## config.mk

```make
export PLATFORM = sky130hd
export DESIGN_NAME = multicast_tree_member_table_unit
export DESIGN_NICKNAME = d
export VERILOG_FILES = /design/src/hw/rtl/mtmt_pkg.sv /design/src/hw/rtl/mtmt_cell.sv /design/src/hw/rtl/mtmt_ring.sv /design/src/hw/rtl/multicast_tree_member_table_unit.sv
export SDC_FILE = /design/constraint.sdc
export NUM_CORES = 2
export LEC_CHECK = 0
export BUFFER_PORTS_ARGS = -buffer_cell sky130_fd_sc_hd__clkbuf_2
export CAP_MARGIN = 40
export CELL_PAD_IN_SITES_DETAIL_PLACEMENT = 1
export CELL_PAD_IN_SITES_GLOBAL_PLACEMENT = 2
export CORE_ASPECT_RATIO = 1.5
export CORE_UTILIZATION = 52
export DETAILED_ROUTE_END_ITERATION = 12
export PLACE_DENSITY_LB_ADDON = 0.1
export SETUP_SLACK_MARGIN = 0.5
export SKIP_CTS_REPAIR_TIMING = 1
export SYNTH_ARGS = -nofsm -noshare
export SYNTH_HDL_FRONTEND = slang
export SYNTH_SLANG_ARGS = --single-unit
```

## constraint.sdc

```tcl
create_clock -name clk -period 138.7 [get_ports clk]
set_input_delay 6.935 -clock clk [delete_from_list [all_inputs] [get_ports clk]]
set_output_delay 6.935 -clock clk [all_outputs]
set_load 0.03 [all_outputs]
```

## src/hw/rtl/mtmt_pkg.sv

```systemverilog
// Package for the multicast tree member table: codes, payload types and constants.
// No dependencies; every other file of the block but mtmt_cell imports it.
package mtmt_pkg;

    typedef logic [31:0] addr_t;
    typedef logic [9:0]  cost_t;

    // One table entry: address with its cost (link and child tables).
    typedef struct packed {
        cost_t cost;
        addr_t addr;
    } entry_t;

    // Control of one ring of cells for one step.
    typedef struct packed {
        logic shift;
        logic wr_en;
    } ring_ctl_t;

    // Input actions.
    localparam logic [2:0] ACT_LOAD   = 3'd0;
    localparam logic [2:0] ACT_TJOIN  = 3'd1;
    localparam logic [2:0] ACT_RJOIN  = 3'd2;
    localparam logic [2:0] ACT_CJOIN  = 3'd3;
    localparam logic [2:0] ACT_SEG    = 3'd4;
    localparam logic [2:0] ACT_TPRUNE = 3'd5;
    localparam logic [2:0] ACT_CPRUNE = 3'd6;
    localparam logic [2:0] ACT_DATA   = 3'd7;

    // Result kinds.
    localparam logic [2:0] KIND_DONE         = 3'd0;
    localparam logic [2:0] KIND_JOIN_ROOT    = 3'd1;
    localparam logic [2:0] KIND_SEGMENT      = 3'd2;
    localparam logic [2:0] KIND_SEND_VECTOR  = 3'd3;
    localparam logic [2:0] KIND_JOIN_PARENT  = 3'd4;
    localparam logic [2:0] KIND_PRUNE_ROOT   = 3'd5;
    localparam logic [2:0] KIND_PRUNE_PARENT = 3'd6;
    localparam logic [2:0] KIND_FORWARD      = 3'd7;

    // Status codes.
    localparam logic [1:0] ST_OK      = 2'd0;
    localparam logic [1:0] ST_PRESENT = 2'd1;
    localparam logic [1:0] ST_FULL    = 2'd2;
    localparam logic [1:0] ST_IGNORED = 2'd3;

    // Configuration register indexes.
    localparam logic CFG_OWN_ADDR  = 1'b0;
    localparam logic CFG_ROOT_ADDR = 1'b1;

    localparam cost_t UNKNOWN_COST = 10'd999;
    localparam cost_t COST_MAX     = 10'd1023;

endpackage

```

## src/hw/rtl/mtmt_cell.sv

```systemverilog
// One storage cell of a member ring: holds one entry and takes its neighbor's on a shift.
// Uses no package items.
module mtmt_cell #(
    parameter int W = 32
) (
    input  logic         clk,
    input  logic         shift,
    input  logic [W-1:0] din,
    output logic [W-1:0] q
);

    logic [W-1:0] q_reg;

    // Load from the neighbor on every shift step.
    always_ff @(posedge clk)
    begin
        if (shift)
        begin
            q_reg <= din;
        end
    end

    assign q = q_reg;

endmodule

```

## src/hw/rtl/mtmt_ring.sv

```systemverilog
// A ring of mtmt_cell instances: entries rotate one place per shift, head is cell zero.
// Depends on mtmt_pkg and mtmt_cell.
module mtmt_ring
    import mtmt_pkg::*;
#(
    parameter int W = 32,
    parameter int N = 16
) (
    input  logic         clk,
    input  ring_ctl_t    ctl,
    input  logic [W-1:0] wr_data,
    output logic [W-1:0] head
);

    logic [W-1:0] q [N];
    logic [W-1:0] feed;

    // The head goes back in at the tail unless this step replaces it.
    assign feed = ctl.wr_en ? wr_data : q[0];
    assign head = q[0];

    for (genvar i = 0; i < N; i++)
    begin : g_cell
        mtmt_cell #(.W(W)) u_cell (
            .clk   (clk),
            .shift (ctl.shift),
            .din   ((i == N - 1) ? feed : q[(i + 1) % N]),
            .q     (q[i])
        );
    end

endmodule

```

## src/hw/rtl/multicast_tree_member_table_unit.sv

```systemverilog
// Multicast tree member table, top level: sequencer, node state and three cell rings.
// Depends on mtmt_pkg, mtmt_ring and mtmt_cell.
//
// The link, terminal and child tables each sit in a ring of MAX_MEMBERS cells
// that rotates one entry per cycle past a single compare point, save that ring
// walks hold while the output is stalled. Every item takes an idle step, a
// search pass over all MAX_MEMBERS cells, a decision step and a write pass over
// all MAX_MEMBERS cells before its first result. Data items with recipients walk
// the terminal ring and then the child ring, joins at the root with children walk
// the child ring twice, and every emission step waits while the output is
// stalled. One item is worked on at a time; the next is accepted while the last
// result still sits in the output register.
module multicast_tree_member_table_unit
    import mtmt_pkg::*;
#(
    parameter int MAX_MEMBERS = 16
) (
    input  logic         clk,
    input  logic         rst_n,
    // Input item.
    input  logic         s_tvalid,
    output logic         s_tready,
    input  logic [47:0]  s_tdata,   // addr[31:0], value[41:32], zero pad
    input  logic [2:0]   s_tuser,   // action[2:0]
    // Result item.
    output logic         m_tvalid,
    input  logic         m_tready,
    output logic [111:0] m_tdata,   // dest_addr, seg_addr, seg_cost, status,
                                    // sequence_res, zero pad (lowest first)
    output logic [2:0]   m_tuser,   // kind[2:0]
    output logic         m_tlast,
    // Configuration writes.
    input  logic         cfg_valid,
    output logic         cfg_ready,
    input  logic         cfg_index,
    input  logic [31:0]  cfg_data
);

    localparam int IW = $clog2(MAX_MEMBERS);
    localparam int CW = $clog2(MAX_MEMBERS + 1);
    localparam int RW = $clog2(2 * MAX_MEMBERS + 2);
    localparam int EW = $bits(entry_t);

    localparam logic [3:0] S_IDLE   = 4'd0;
    localparam logic [3:0] S_SCAN   = 4'd1;
    localparam logic [3:0] S_DECIDE = 4'd2;
    localparam logic [3:0] S_UPDATE = 4'd3;
    localparam logic [3:0] S_ONE    = 4'd4;
    localparam logic [3:0] S_TWO    = 4'd5;
    localparam logic [3:0] S_RT     = 4'd6;
    localparam logic [3:0] S_RC1    = 4'd7;
    localparam logic [3:0] S_RC2    = 4'd8;

    localparam logic [IW-1:0] POS_LAST = IW'(MAX_MEMBERS - 1);
    localparam logic [CW-1:0] CNT_FULL = CW'(MAX_MEMBERS);

    logic [3:0]    state_reg, state_next;
    logic [IW-1:0] pos_reg, pos_next;
    logic [2:0]    act_reg, act_next;
    addr_t         addr_reg, addr_next;
    cost_t         val_reg, val_next;
    addr_t         own_reg, own_next, root_reg, root_next;
    logic [CW-1:0] lcnt_reg, lcnt_next, tcnt_reg, tcnt_next, ccnt_reg, ccnt_next;
    cost_t         path_reg, path_next;
    addr_t         parent_reg, parent_next;
    logic          seen_reg, seen_next;
    logic [31:0]   seq_reg, seq_next;
    // Search results.
    logic          lk_hit_reg, lk_hit_next, tm_hit_reg, tm_hit_next;
    logic          ch_hit_reg, ch_hit_next;
    cost_t         lk_cost_reg, lk_cost_next;
    logic [IW-1:0] tm_idx_reg, tm_idx_next, ch_idx_reg, ch_idx_next;
    addr_t         tm_last_reg, tm_last_next;
    entry_t        ch_last_reg, ch_last_next;
    // Plan of the current item.
    logic [1:0]    st_reg, st_next;
    logic [2:0]    one_kind_reg, one_kind_next, two_kind_reg, two_kind_next;
    addr_t         one_dest_reg, one_dest_next, two_dest_reg, two_dest_next;
    addr_t         one_seg_reg, one_seg_next;
    logic          go_one_reg, go_one_next, go_two_reg, go_two_next;
    logic          go_rc1_reg, go_rc1_next, go_rc2_reg, go_rc2_next;
    logic [RW-1:0] remain_reg, remain_next;
    // Pending table writes.
    logic          l_we_reg, l_we_next, t_we_reg, t_we_next, c_we_reg, c_we_next;
    logic [IW-1:0] l_wpos_reg, l_wpos_next, t_wpos_reg, t_wpos_next;
    logic [IW-1:0] c_wpos_reg, c_wpos_next;
    entry_t        l_wdata_reg, l_wdata_next, c_wdata_reg, c_wdata_next;
    addr_t         t_wdata_reg, t_wdata_next;
    // Output register.
    logic          out_valid_reg, out_valid_next, out_last_reg, out_last_next;
    logic [2:0]    out_kind_reg, out_kind_next;
    addr_t         out_dest_reg, out_dest_next, out_seg_reg, out_seg_next;
    cost_t         out_cost_reg, out_cost_next;
    logic [1:0]    out_st_reg, out_st_next;
    logic [31:0]   out_seq_reg, out_seq_next;

    ring_ctl_t     l_ctl, t_ctl, c_ctl;
    logic [EW-1:0] l_head_raw, c_head_raw;
    logic [31:0]   t_head;
    entry_t        l_head, c_head;
    logic          shift, free;
    logic [CW-1:0] pos_ext;

    assign l_head = entry_t'(l_head_raw);
    assign c_head = entry_t'(c_head_raw);
    assign free    = !out_valid_reg || m_tready;
    assign pos_ext = CW'(pos_reg);

    // Rings rotate in every search and write step, and in ring walks when the output register is free.
    assign shift = (state_reg == S_SCAN) || (state_reg == S_UPDATE) ||
                   (((state_reg == S_RT) || (state_reg == S_RC1) || (state_reg == S_RC2))
                    && free);
    assign l_ctl = '{shift: shift,
                     wr_en: (state_reg == S_UPDATE) && l_we_reg && (pos_reg == l_wpos_reg)};
    assign t_ctl = '{shift: shift,
                     wr_en: (state_reg == S_UPDATE) && t_we_reg && (pos_reg == t_wpos_reg)};
    assign c_ctl = '{shift: shift,
                     wr_en: (state_reg == S_UPDATE) && c_we_reg && (pos_reg == c_wpos_reg)};

    mtmt_ring #(.W(EW), .N(MAX_MEMBERS)) u_link_ring (
        .clk(clk), .ctl(l_ctl), .wr_data(l_wdata_reg), .head(l_head_raw)
    );
    mtmt_ring #(.W(32), .N(MAX_MEMBERS)) u_term_ring (
        .clk(clk), .ctl(t_ctl), .wr_data(t_wdata_reg), .head(t_head)
    );
    mtmt_ring #(.W(EW), .N(MAX_MEMBERS)) u_child_ring (
        .clk(clk), .ctl(c_ctl), .wr_data(c_wdata_reg), .head(c_head_raw)
    );

    assign s_tready  = (state_reg == S_IDLE);
    assign cfg_ready = 1'b1;
    assign m_tvalid  = out_valid_reg;
    assign m_tlast   = out_last_reg;
    assign m_tuser   = out_kind_reg;
    assign m_tdata   = {4'd0, out_seq_reg, out_st_reg, out_cost_reg, out_seg_reg, out_dest_reg};

    // Sequencer, node state and result generation.
    always_comb
    begin
        logic          is_root, emit;
        addr_t         cur_par;
        logic [10:0]   sum;
        cost_t         score, cur_cost;
        logic [CW-1:0] nt, nc;
        logic [2:0]    e_kind;
        addr_t         e_dest, e_seg;
        cost_t         e_cost;

        state_next = state_reg;  pos_next = pos_reg;
        act_next = act_reg;  addr_next = addr_reg;  val_next = val_reg;
        own_next = own_reg;  root_next = root_reg;
        lcnt_next = lcnt_reg;  tcnt_next = tcnt_reg;  ccnt_next = ccnt_reg;
        path_next = path_reg;  parent_next = parent_reg;  seen_next = seen_reg;
        seq_next = seq_reg;
        lk_hit_next = lk_hit_reg;  tm_hit_next = tm_hit_reg;  ch_hit_next = ch_hit_reg;
        lk_cost_next = lk_cost_reg;  tm_idx_next = tm_idx_reg;  ch_idx_next = ch_idx_reg;
        tm_last_next = tm_last_reg;  ch_last_next = ch_last_reg;
        st_next = st_reg;  one_kind_next = one_kind_reg;  two_kind_next = two_kind_reg;
        one_dest_next = one_dest_reg;  two_dest_next = two_dest_reg;
        one_seg_next = one_seg_reg;
        go_one_next = go_one_reg;  go_two_next = go_two_reg;
        go_rc1_next = go_rc1_reg;  go_rc2_next = go_rc2_reg;
        remain_next = remain_reg;
        l_we_next = l_we_reg;  t_we_next = t_we_reg;  c_we_next = c_we_reg;
        l_wpos_next = l_wpos_reg;  t_wpos_next = t_wpos_reg;  c_wpos_next = c_wpos_reg;
        l_wdata_next = l_wdata_reg;  t_wdata_next = t_wdata_reg;
        c_wdata_next = c_wdata_reg;
        out_valid_next = out_valid_reg && !m_tready;
        out_last_next = out_last_reg;  out_kind_next = out_kind_reg;
        out_dest_next = out_dest_reg;  out_seg_next = out_seg_reg;
        out_cost_next = out_cost_reg;  out_st_next = out_st_reg;
        out_seq_next = out_seq_reg;

        is_root  = (own_reg == root_reg);
        cur_par  = (parent_reg == '0) ? root_reg : parent_reg;
        cur_cost = is_root ? '0 : path_reg;
        sum      = {1'b0, val_reg} + {1'b0, (lk_hit_reg ? lk_cost_reg : UNKNOWN_COST)};
        score    = sum[10] ? COST_MAX : sum[9:0];
        nt       = tcnt_reg;
        nc       = ccnt_reg;
        emit     = 1'b0;
        e_kind   = KIND_DONE;
        e_dest   = '0;
        e_seg    = '0;
        e_cost   = '0;

        // Configuration writes.
        if (cfg_valid)
        begin
            if (cfg_index == CFG_OWN_ADDR)
            begin
                own_next = cfg_data;
            end
            else
            begin
                root_next = cfg_data;
            end
        end

        unique case (state_reg)
            S_IDLE:
            begin
                if (s_tvalid)
                begin
                    act_next    = s_tuser;
                    addr_next   = s_tdata[31:0];
                    val_next    = s_tdata[41:32];
                    lk_hit_next = 1'b0;
                    tm_hit_next = 1'b0;
                    ch_hit_next = 1'b0;
                    pos_next    = '0;
                    state_next  = S_SCAN;
                end
            end
            S_SCAN:
            begin
                // Search pass: one entry of each table per cycle.
                if ((pos_ext < lcnt_reg) && (l_head.addr == addr_reg) && !lk_hit_reg)
                begin
                    lk_hit_next  = 1'b1;
                    lk_cost_next = l_head.cost;
                end
                if ((pos_ext < tcnt_reg) && (t_head == addr_reg))
                begin
                    tm_hit_next = 1'b1;
                    tm_idx_next = pos_reg;
                end
                if (pos_ext + CW'(1) == tcnt_reg)
                begin
                    tm_last_next = t_head;
                end
                if ((pos_ext < ccnt_reg) && (c_head.addr == addr_reg))
                begin
                    ch_hit_next = 1'b1;
                    ch_idx_next = pos_reg;
                end
                if (pos_ext + CW'(1) == ccnt_reg)
                begin
                    ch_last_next = c_head;
                end
                pos_next = pos_reg + IW'(1);
                if (pos_reg == POS_LAST)
                begin
                    pos_next   = '0;
                    state_next = S_DECIDE;
                end
            end
            S_DECIDE:
            begin
                st_next = ST_OK;
                go_one_next = 1'b1;
                go_two_next = 1'b0;
                go_rc1_next = 1'b0;
                go_rc2_next = 1'b0;
                one_kind_next = KIND_DONE;
                one_dest_next = '0;
                one_seg_next = '0;
                remain_next = RW'(1);
                l_we_next = 1'b0;
                t_we_next = 1'b0;
                c_we_next = 1'b0;
                unique case (act_reg)
                    ACT_LOAD:
                    begin
                        if (lcnt_reg == CNT_FULL)
                        begin
                            st_next = ST_FULL;
                        end
                        else
                        begin
                            l_we_next    = 1'b1;
                            l_wpos_next  = IW'(lcnt_reg);
                            l_wdata_next = '{cost: val_reg, addr: addr_reg};
                            lcnt_next    = lcnt_reg + CW'(1);
                            if ((addr_reg == root_reg) && !seen_reg)
                            begin
                                path_next = val_reg;
                                seen_next = 1'b1;
                            end
                        end
                    end
                    ACT_TJOIN:
                    begin
                        if (tm_hit_reg)
                        begin
                            st_next = ST_PRESENT;
                        end
                        else if (tcnt_reg == CNT_FULL)
                        begin
                            st_next = ST_FULL;
                        end
                        else
                        begin
                            t_we_next    = 1'b1;
                            t_wpos_next  = IW'(tcnt_reg);
                            t_wdata_next = addr_reg;
                            tcnt_next    = tcnt_reg + CW'(1);
                        end
                        one_kind_next = KIND_JOIN_ROOT;
                        one_dest_next = root_reg;
                    end
                    ACT_RJOIN:
                    begin
                        if (!is_root)
                        begin
                            st_next = ST_IGNORED;
                        end
                        else
                        begin
                            if (ch_hit_reg)
                            begin
                                st_next = ST_PRESENT;
                            end
                            else if (ccnt_reg == CNT_FULL)
                            begin
                                st_next = ST_FULL;
                            end
                            else
                            begin
                                c_we_next    = 1'b1;
                                c_wpos_next  = IW'(ccnt_reg);
                                c_wdata_next = '{cost: (lk_hit_reg ? lk_cost_reg : cost_t'(1)),
                                                 addr: addr_reg};
                                nc           = ccnt_reg + CW'(1);
                                ccnt_next    = nc;
                            end
                            one_kind_next = KIND_SEGMENT;
                            one_seg_next  = own_reg;
                            go_rc1_next   = (nc != '0);
                            go_rc2_next   = (nc != '0);
                            remain_next   = RW'({nc, 1'b0}) + RW'(1);
                        end
                    end
                    ACT_CJOIN:
                    begin
                        if (ch_hit_reg)
                        begin
                            st_next = ST_PRESENT;
                        end
                        else if (ccnt_reg == CNT_FULL)
                        begin
                            st_next = ST_FULL;
                        end
                        else
                        begin
                            c_we_next    = 1'b1;
                            c_wpos_next  = IW'(ccnt_reg);
                            c_wdata_next = '{cost: cost_t'(1), addr: addr_reg};
                            ccnt_next    = ccnt_reg + CW'(1);
                        end
                    end
                    ACT_SEG:
                    begin
                        if ((addr_reg == own_reg) || (score > cur_cost) ||
                            ((score == cur_cost) && (cur_par != addr_reg)))
                        begin
                            st_next = ST_IGNORED;
                        end
                        else
                        begin
                            parent_next = addr_reg;
                            path_next   = score;
                            if (cur_par != addr_reg)
                            begin
                                one_kind_next = KIND_JOIN_PARENT;
                                one_dest_next = addr_reg;
                                two_kind_next = (cur_par == root_reg) ? KIND_PRUNE_ROOT
                                                                      : KIND_PRUNE_PARENT;
                                two_dest_next = cur_par;
                                go_two_next   = 1'b1;
                                remain_next   = RW'(2);
                            end
                        end
                    end
                    ACT_TPRUNE, ACT_CPRUNE:
                    begin
                        // Entries are unique, so at most one is replaced by the last one.
                        if (act_reg == ACT_TPRUNE)
                        begin
                            if (tm_hit_reg)
                            begin
                                t_we_next    = 1'b1;
                                t_wpos_next  = tm_idx_reg;
                                t_wdata_next = tm_last_reg;
                                nt           = tcnt_reg - CW'(1);
                                tcnt_next    = nt;
                            end
                            st_next = tm_hit_reg ? ST_OK : ST_IGNORED;
                        end
                        else
                        begin
                            if (ch_hit_reg)
                            begin
                                c_we_next    = 1'b1;
                                c_wpos_next  = ch_idx_reg;
                                c_wdata_next = ch_last_reg;
                                nc           = ccnt_reg - CW'(1);
                                ccnt_next    = nc;
                            end
                            st_next = ch_hit_reg ? ST_OK : ST_IGNORED;
                        end
                        if ((nt == '0) && (nc == '0) && !is_root)
                        begin
                            one_kind_next = (cur_par == root_reg) ? KIND_PRUNE_ROOT
                                                                  : KIND_PRUNE_PARENT;
                            one_dest_next = cur_par;
                        end
                    end
                    ACT_DATA:
                    begin
                        seq_next    = seq_reg + 32'd1;
                        remain_next = RW'(tcnt_reg) + RW'(ccnt_reg) - RW'(ch_hit_reg);
                        if ((tcnt_reg != '0) || (ccnt_reg != '0 && !(ccnt_reg == CW'(1)
                                                                     && ch_hit_reg)))
                        begin
                            go_one_next = 1'b0;
                            go_rc1_next = 1'b1;
                        end
                        else
                        begin
                            remain_next = RW'(1);
                        end
                    end
                    default:
                    begin
                    end
                endcase
                state_next = S_UPDATE;
            end
            S_UPDATE:
            begin
                pos_next = pos_reg + IW'(1);
                if (pos_reg == POS_LAST)
                begin
                    pos_next   = '0;
                    state_next = go_one_reg ? S_ONE : S_RT;
                end
            end
            S_ONE:
            begin
                if (free)
                begin
                    emit   = 1'b1;
                    e_kind = one_kind_reg;
                    e_dest = one_dest_reg;
                    e_seg  = one_seg_reg;
                    state_next = go_two_reg ? S_TWO : (go_rc1_reg ? S_RC1 : S_IDLE);
                end
            end
            S_TWO:
            begin
                if (free)
                begin
                    emit   = 1'b1;
                    e_kind = two_kind_reg;
                    e_dest = two_dest_reg;
                    state_next = S_IDLE;
                end
            end
            S_RT, S_RC1, S_RC2:
            begin
                if (free)
                begin
                    if (state_reg == S_RT)
                    begin
                        emit   = (pos_ext < tcnt_reg);
                        e_kind = KIND_FORWARD;
                        e_dest = t_head;
                    end
                    else if (state_reg == S_RC2)
                    begin
                        emit   = (pos_ext < ccnt_reg);
                        e_kind = KIND_SEND_VECTOR;
                        e_dest = c_head.addr;
                    end
                    else if (act_reg == ACT_DATA)
                    begin
                        emit   = (pos_ext < ccnt_reg) && (c_head.addr != addr_reg);
                        e_kind = KIND_FORWARD;
                        e_dest = c_head.addr;
                    end
                    else
                    begin
                        emit   = (pos_ext < ccnt_reg);
                        e_kind = KIND_SEGMENT;
                        e_seg  = c_head.addr;
                        e_cost = c_head.cost;
                    end
                    pos_next = pos_reg + IW'(1);
                    if (pos_reg == POS_LAST)
                    begin
                        pos_next = '0;
                        if (state_reg == S_RT)
                        begin
                            state_next = S_RC1;
                        end
                        else if ((state_reg == S_RC1) && go_rc2_reg)
                        begin
                            state_next = S_RC2;
                        end
                        else
                        begin
                            state_next = S_IDLE;
                        end
                    end
                end
            end
            default:
            begin
                state_next = S_IDLE;
            end
        endcase

        // Load one result into the output register.
        if (emit)
        begin
            out_valid_next = 1'b1;
            out_last_next  = (remain_reg == RW'(1));
            remain_next    = remain_reg - RW'(1);
            out_kind_next  = e_kind;
            out_dest_next  = e_dest;
            out_seg_next   = e_seg;
            out_cost_next  = e_cost;
            out_st_next    = st_reg;
            out_seq_next   = (act_reg == ACT_DATA) ? seq_reg : 32'd0;
        end
    end

    // Control and node state.
    always_ff @(posedge clk or negedge rst_n)
    begin
        if (!rst_n)
        begin
            state_reg     <= S_IDLE;
            pos_reg       <= '0;
            own_reg       <= '0;
            root_reg      <= '0;
            lcnt_reg      <= '0;
            tcnt_reg      <= '0;
            ccnt_reg      <= '0;
            path_reg      <= UNKNOWN_COST;
            parent_reg    <= '0;
            seen_reg      <= 1'b0;
            seq_reg       <= '0;
            out_valid_reg <= 1'b0;
            remain_reg    <= '0;
            go_one_reg    <= 1'b0;
            go_two_reg    <= 1'b0;
            go_rc1_reg    <= 1'b0;
            go_rc2_reg    <= 1'b0;
            l_we_reg      <= 1'b0;
            t_we_reg      <= 1'b0;
            c_we_reg      <= 1'b0;
        end
        else
        begin
            state_reg     <= state_next;
            pos_reg       <= pos_next;
            own_reg       <= own_next;
            root_reg      <= root_next;
            lcnt_reg      <= lcnt_next;
            tcnt_reg      <= tcnt_next;
            ccnt_reg      <= ccnt_next;
            path_reg      <= path_next;
            parent_reg    <= parent_next;
            seen_reg      <= seen_next;
            seq_reg       <= seq_next;
            out_valid_reg <= out_valid_next;
            remain_reg    <= remain_next;
            go_one_reg    <= go_one_next;
            go_two_reg    <= go_two_next;
            go_rc1_reg    <= go_rc1_next;
            go_rc2_reg    <= go_rc2_next;
            l_we_reg      <= l_we_next;
            t_we_reg      <= t_we_next;
            c_we_reg      <= c_we_next;
        end
    end

    // Item, search and output payload.
    always_ff @(posedge clk)
    begin
        act_reg      <= act_next;
        addr_reg     <= addr_next;
        val_reg      <= val_next;
        lk_hit_reg   <= lk_hit_next;
        tm_hit_reg   <= tm_hit_next;
        ch_hit_reg   <= ch_hit_next;
        lk_cost_reg  <= lk_cost_next;
        tm_idx_reg   <= tm_idx_next;
        ch_idx_reg   <= ch_idx_next;
        tm_last_reg  <= tm_last_next;
        ch_last_reg  <= ch_last_next;
        st_reg       <= st_next;
        one_kind_reg <= one_kind_next;
        two_kind_reg <= two_kind_next;
        one_dest_reg <= one_dest_next;
        two_dest_reg <= two_dest_next;
        one_seg_reg  <= one_seg_next;
        l_wpos_reg   <= l_wpos_next;
        t_wpos_reg   <= t_wpos_next;
        c_wpos_reg   <= c_wpos_next;
        l_wdata_reg  <= l_wdata_next;
        t_wdata_reg  <= t_wdata_next;
        c_wdata_reg  <= c_wdata_next;
        out_last_reg <= out_last_next;
        out_kind_reg <= out_kind_next;
        out_dest_reg <= out_dest_next;
        out_seg_reg  <= out_seg_next;
        out_cost_reg <= out_cost_next;
        out_st_reg   <= out_st_next;
        out_seq_reg  <= out_seq_next;
    end

    // Table fill counts never pass the ring depth.
    a_counts: assert property (@(posedge clk) disable iff (!rst_n)
        (lcnt_reg <= CNT_FULL) && (tcnt_reg <= CNT_FULL) && (ccnt_reg <= CNT_FULL))
        else $error("table count beyond ring depth");

    // While the planned single results are being generated, some are still owed.
    a_remain: assert property (@(posedge clk) disable iff (!rst_n)
        ((state_reg == S_ONE) || (state_reg == S_TWO)) |-> (remain_reg != '0))
        else $error("result expected with none remaining");

    // An accepted item starts a search pass.
    a_start: assert property (@(posedge clk) disable iff (!rst_n)
        (s_tvalid && s_tready) |=> (state_reg == S_SCAN) && (pos_reg == '0))
        else $error("accepted item did not start a search");

    // Once the sequencer is idle, every result of the previous item has been issued.
    a_last: assert property (@(posedge clk) disable iff (!rst_n)
        (state_reg == S_IDLE) |-> (remain_reg == '0))
        else $error("results still owed while the sequencer is idle");

endmodule

```

Word level (Yosys, flattened, before mapping)
Cells that the tools add are included.
{"block": "word_totals", "mem_bits_ro": 0, "output_inout_bits": 119, "ff_bits": 2516, "wordCells": 415, "mem_bits_rw": 0, "latch_bits": 0, "inputBits": 89, "n_memories": 0}
{"block": "classes", "bitwise_logic": 5, "n_addsub": 13, "shifts": 0, "n_reduce_logical": 78, "n_mux": 154, "eq_ne": 60, "multipliers": 0, "n_lt_le_gt_ge": 4, "div_mod_pow": 0}
{"op": "2-to-1 mux 32 bit", "n": 20}
{"op": "2-to-1 mux 42 bit", "n": 9}
{"op": "== test 32 bit", "n": 7}
{"op": "one-hot mux 32 bit (3 select lines)", "n": 2}
{"op": "one-hot mux 32 bit (2 select lines)", "n": 2}
{"op": "one-hot mux 42 bit (3 select lines)", "n": 1}
{"op": "2-to-1 mux 4 bit", "n": 21}
{"op": "2-to-1 mux 5 bit", "n": 15}
{"op": "2-to-1 mux 10 bit", "n": 7}
{"op": "!= test 32 bit", "n": 2}
{"op": "!= test 2 bit, second input constant", "n": 19}
{"op": "2-to-1 mux 3 bit", "n": 11}
{"op": "adder 32 x 1 -> 32 bit, second input constant", "n": 1}
{"op": "zero test 32 bit", "n": 1}
{"op": "2-to-1 mux 2 bit", "n": 15}
{"op": "2-to-1 mux 1 bit", "n": 29}
{"op": "one-hot mux 4 bit (7 select lines)", "n": 1}
{"op": "2-to-1 mux 6 bit", "n": 4}
{"op": "one-hot mux 4 bit (3 select lines)", "n": 2}
{"op": "AND reduction 3 bit", "n": 7}
{"op": "logical AND 1 bit", "n": 20}
{"op": "one-hot mux 10 bit (2 select lines)", "n": 1}
{"op": "AND reduction 2 bit", "n": 10}
{"op": "one-hot mux 6 bit (3 select lines)", "n": 1}
{"op": "other kinds (50)", "n": 106}

Depth between registers and ports, before layout
{"block": "logic_depth", "depth_word": 11, "depth_mapped": 22, "ltp_nobuf": 20}

Cells and area by module
Synthesis repeated with hierarchy kept, for this count alone.
{"block": "hier_totals", "hier_cells": 4538, "area_unflattened_um2": 88902.8}
{"module": "mtmt_cell at u_child_ring.g_cell[0].u_cell ...", "area_each_um2": 1261.2, "cells_per_inst": 42, "seq_area_each_um2": 1261.2, "instances": 32}
{"module": "multicast_tree_member_table_unit", "area_each_um2": 31196.2, "cells_per_inst": 2552, "seq_area_each_um2": 18918.1, "instances": 1}
{"module": "mtmt_cell at u_term_ring.g_cell[0].u_cell ...", "area_each_um2": 960.9, "cells_per_inst": 32, "seq_area_each_um2": 960.9, "instances": 16}
{"module": "mtmt_ring at u_child_ring ...", "area_each_um2": 714.4, "cells_per_inst": 47, "seq_area_each_um2": 0.0, "instances": 2}
{"module": "mtmt_ring at u_term_ring", "area_each_um2": 544.3, "cells_per_inst": 36, "seq_area_each_um2": 0.0, "instances": 1}

Worst setup path before layout
Ideal clock, no wire load.
{"block": "synth_path", "path_kind": "input -> register", "start": "input m_tready", "end": "register u_child_ring.g_cell[0].u_cell.q_reg[0] (enable)", "setup_time_ps": 12493, "setup_slack_ps": 88817, "arrival_time_ps": 37390, "required_ps": 126207, "stages": 4, "path_buffers": 1, "cell_sequence": "nand2b_1 -> nand2_1 -> clkbuf_1 -> nand2_1"}
{"block": "synth_between", "elab_chain_cells": 3}
{"element": "start: declaration", "line_no": "multicast_tree_member_table_unit.sv:27", "rtl": "input logic m_tready,"}
{"element": "logical OR 1 bit", "line_no": "multicast_tree_member_table_unit.sv:106", "rtl": "assign free = !out_valid_reg || m_tready;"}
{"element": "logical AND 1 bit", "line_no": "multicast_tree_member_table_unit.sv:112", "rtl": "&& free);"}
{"element": "logical OR 1 bit", "line_no": "multicast_tree_member_table_unit.sv:110", "rtl": "assign shift = (state_reg == S_SCAN) || (state_reg == S_UPDATE) ||"}
{"element": "net shift", "line_no": "multicast_tree_member_table_unit.sv:101", "rtl": "logic shift, free;"}
{"element": "end signal: assignment", "line_no": "mtmt_cell.sv:19", "rtl": "q_reg <= din;"}
{"element": "end: declaration", "line_no": "mtmt_cell.sv:12", "rtl": "logic [W-1:0] q_reg;"}
The timed path passes the listed nets, and every way through them passes these cells.
A chain may end at the register's enable or synchronous reset.

Worst setup path in the final report
{"block": "layout_path", "start": "input m_tready", "end": "register u_term_ring.g_cell[8].u_cell.q_reg[14] (enable)"}
{"block": "layout_between", "elab_chain_cells": 3}
{"element": "logical OR 1 bit", "line_no": "multicast_tree_member_table_unit.sv:106"}
{"element": "logical AND 1 bit", "line_no": "multicast_tree_member_table_unit.sv:112"}
{"element": "logical OR 1 bit", "line_no": "multicast_tree_member_table_unit.sv:110"}
{"element": "net shift", "line_no": "multicast_tree_member_table_unit.sv:101"}
{"element": "end signal: assignment", "line_no": "mtmt_cell.sv:19"}
{"element": "end: declaration", "line_no": "mtmt_cell.sv:12"}
The timed path passes the listed nets, and every way through them passes these cells.

==> impl_summary.log <==
INFO  metric postRouteAntennaNets = 0
INFO  metric final-max-slew-violation-count = 0
INFO  metric critical_path_arrival = 11600 ps
INFO  metric ctsHtreeMaxLevel = 4
INFO  metric whs = 399 ps
INFO  metric relSlewSlack = 23.3%
INFO  metric synth.yosys.seq_area_share = 84.6%
INFO  metric cp_cell_sequence = clkbuf_2 -> nand2b_1 -> nand2_1 -> buf_4 -> nand2_4 -> buf_16 -> buf_4 -> buf_16 -> buf_4 -> buf_16 -> buf_12 -> buf_4 -> buf_12
INFO  metric minimum_setup_slack_in_the_final_design = 127620 ps
INFO  metric post-place-ws = 126760 ps
INFO  metric synth_most_common_cell = sky130_fd_sc_hd__edfxtp_1
INFO  metric yosys.cell_types.count = 78
INFO  metric initial_core_util = 52.5%
INFO  metric total_global_routing_overflow = 0
INFO  metric grt_max_degree = 223
INFO  metric detailed_place_hpwl = 129000 µm
INFO  metric net-switching-power = 0.000741 W
INFO  metric fp.coreArea = 0.168 mm²
INFO  metric synth-warning-count = 0
INFO  metric synth-edff-count = 2339
INFO  metric synth_largest_type_area_fraction = 79.6%
INFO  metric clk_lat_worst_skew = 850 ps
INFO  metric first_pass_iters = 5
INFO  metric power.density_cell_area = 25.6 mW/mm²
INFO  metric number_of_endpoints_failing_setup_at_the_final_stage = 0
INFO  metric grt_pass1_vias = 42.2k
INFO  metric ctsRootBufferMaster = sky130_fd_sc_hd__clkbuf_16
INFO  metric start_kind = input port
INFO  metric dominantRegCellSynth = sky130_fd_sc_hd__edfxtp_1
INFO  metric design.portCount = 208
INFO  metric routed_wl = 199000 µm
INFO  metric slowest_stage = sky130_fd_sc_hd__buf_12
INFO  metric share_comb_of_total_power = 16.4%
INFO  metric run_status = finished, final reports clean
INFO  metric yosysTopAreaCell = sky130_fd_sc_hd__edfxtp_1
INFO  metric layout-drive-gt1-share = 18.1%
INFO  metric die_y = 506 µm
INFO  metric ys_seq_elements = 2515
INFO  metric cts.clk_slew.worst_paths = 60 ps
INFO  metric fmax = 0.0902 GHz
INFO  metric hp-class = flop to flop
INFO  metric antenna_found_initial = 26
INFO  metric clock-sinks = 2515
INFO  metric timing_hold_violations_final = 0
INFO  metric ranking_of_synthesized_cells_by_instance_count = 2339 x sky130_fd_sc_hd__edfxtp_1, 277 x sky130_fd_sc_hd__nand2_1, 210 x sky130_fd_sc_hd__xnor2_1, 201 x sky130_fd_sc_hd__mux2_2, 168 x sky130_fd_sc_hd__dfrtp_1
INFO  metric die_area = 0.171 mm²
INFO  metric critical_path.endpoint_type = flop
INFO  metric worst-setup-path-type = input port to flop
INFO  metric grt_util_all_layers = 23.4%
INFO  metric total_leakage_power = 34.7 nW
INFO  metric setup_repair_after_global_routing_missed_its_margin = false
INFO  metric swShare = 28.9%
INFO  metric numCtsBuffers = 222
INFO  metric detail_route.drc_violations = 0
INFO  metric number_of_violations_reported_at_the_end_of_detailed_routing_iteration_0 = 3092
INFO  metric worst-path-buf-inv = 10
INFO  metric vdd_ir_drop_max = 0.0266 mV
INFO  metric cts.path.max_buffers = 3
INFO  metric rows = 184
INFO  metric postSynth.asyncResetShare = 7.00%
INFO  metric layout-area-overhead-vs-synth = 13.6%
INFO  metric worstMarginPinSlew = 1150 ps
INFO  metric critical_path_peak_fanout = 208
INFO  metric worst_ep_required_time = 139220 ps
INFO  metric critical-path-top-delay-family = buffers and inverters
INFO  metric internal_power = 0.00182 W
INFO  metric critical-path-max-stage-delay = 700 ps
INFO  metric drv.max_cap_violation_count = 0
INFO  metric crit_top_cell = sky130_fd_sc_hd__buf_4
INFO  metric fin_crit_sh = 7.99%
INFO  metric finish.utilization = 59.6%
INFO  metric mappedNetlistArea = 0.0882 mm²
INFO  metric gp_congestion = 0.886
INFO  metric final.setup_skew = 37.7 ps
INFO  metric avgRoutedWirePerCell = 27.4 µm
INFO  metric syn-instance-count = 4488
INFO  metric grt_first_pass_wirelength = 290000 µm
INFO  metric port_buf_inserts = 196
INFO  metric vias = 40.6k
INFO  metric post-route-min-period = 11080 ps
INFO  metric die-width = 338 µm
INFO  metric syn-mean-instance-area = 19.7 µm²
INFO  metric route.detailed.vias_per_inst = 5.58
INFO  metric tritoncts_clock_tree = yes
INFO  metric finalNetCount = 4999
INFO  metric seq_power_share = 59.0%
INFO  metric power_frac_clock = 24.6%
INFO  metric post_synth_main_area_contributors = sky130_fd_sc_hd__edfxtp_1 80%, sky130_fd_sc_hd__dfrtp_1 4.8%, sky130_fd_sc_hd__mux2_2 2.6%, sky130_fd_sc_hd__xnor2_1 2.1%, sky130_fd_sc_hd__nand2_1 1.2%
INFO  metric final.setup.tns = 0 ps
[stage by stage]
step | total power [W] | instances | area [µm²]
after floorplan | 0.00237 | 4491 | 88200
after global placement | 0.00190 | 6836 | 92200
after detailed placement | 0.00195 | 6861 | 92700
after CTS | 0.00259 | 7273 | 100000
after global routing | 0.00267 | 7277 | 100000
final | 0.00256 | 7277 | 100000
[layer usage]
layer / track usage [%] / part of all wire, % / wire [µm]
met1: 32.1 / 43 / 85200
met5: 0 / 0.086 / 171
met3: 3.90 / 4.9 / 9720
met4: 8.52 / 3.6 / 7090
met2: 38.2 / 49 / 97000
[area by class of cell]
type / instances / area, µm²
Antenna cell: 2 / 5.00
Fill cell: 14400 / 67800
Inverter: 89 / 337
Clock buffer: 274 / 5880
Timing Repair Buffer: 309 / 2220
Tap cell: 2232 / 2790
Sequential cell: 2515 / 74700
Multi-Input combinational cell: 1718 / 12700
Clock inverter: 138 / 1640
[placed cells by master, fill, tap and decap left out, types with 18 or more instances in the layout]
cell,instances
sky130_fd_sc_hd__buf_4,87
sky130_fd_sc_hd__edfxtp_1,2339
sky130_fd_sc_hd__nand3_1,37
sky130_fd_sc_hd__bufinv_16,29
sky130_fd_sc_hd__a21o_1,26
sky130_fd_sc_hd__a21oi_1,52
sky130_fd_sc_hd__nand4_1,58
sky130_fd_sc_hd__a22o_1,44
sky130_fd_sc_hd__o22ai_1,18
sky130_fd_sc_hd__nand2b_1,28
sky130_fd_sc_hd__clkbuf_1,41
sky130_fd_sc_hd__clkinv_1,31
sky130_fd_sc_hd__clkinv_2,42
sky130_fd_sc_hd__dfrtp_1,168
sky130_fd_sc_hd__nor3_1,44
sky130_fd_sc_hd__nor4_1,31
sky130_fd_sc_hd__o21ai_0,81
sky130_fd_sc_hd__a221o_1,35
sky130_fd_sc_hd__and2_1,97
sky130_fd_sc_hd__clkbuf_2,195
sky130_fd_sc_hd__xor2_1,81
sky130_fd_sc_hd__inv_1,88
sky130_fd_sc_hd__xnor2_1,210
sky130_fd_sc_hd__a22oi_1,72
sky130_fd_sc_hd__ha_1,53
sky130_fd_sc_hd__mux2_2,201
sky130_fd_sc_hd__nor2_1,66
sky130_fd_sc_hd__clkbuf_16,224
sky130_fd_sc_hd__nand2_1,275
[kinds of logic (layout without fill, tap and decap cells)]
logic type	after synthesis	count (layout)	synth area share, %
flip-flops	2515	2515	84.6
multiplexers	229	229	2.94
buffers and inverters	258	810	1.16
XOR/XNOR	291	291	2.89
AO/OA/AOI/OAI	428	428	3.54
AND/OR/NAND/NOR	710	710	4.02
other	2	7	0.00851
adder cells (fa/ha/maj)	55	55	0.797
[power by group through the flow]
stage	registers, W	clock network, W	logic [W]
2_1_floorplan	0.00212	0	0.000254
3_3_place_gp	0.00150	0	0.000399
3_5_place_dp	0.00152	0	0.000429
4_1_cts	0.00152	0.000647	0.000428
5_1_grt	0.00155	0.000669	0.000456
6_report	0.00151	0.000630	0.000421
[path summary, 6_finish.rpt]
path                                                        to                           startpoint  slack, ps  depth (start not counted)
max reg2reg                                   two_dest_reg[14]                           lk_hit_reg     131530                         21
max                         u_term_ring.g_cell[8].u_cell.q[14]                             m_tready     127620                         13
min                        u_child_ring.g_cell[13].u_cell.q[2]  u_child_ring.g_cell[14].u_cell.q[2]        400                          0
max in group asynchronous                        parent_reg[6]                                rst_n     130530                          3
min reg2reg                u_child_ring.g_cell[13].u_cell.q[2]  u_child_ring.g_cell[14].u_cell.q[2]        400                          0
min in group asynchronous                          seq_reg[23]                                rst_n       6110                          1
Power figures use the tool's default switching activity.
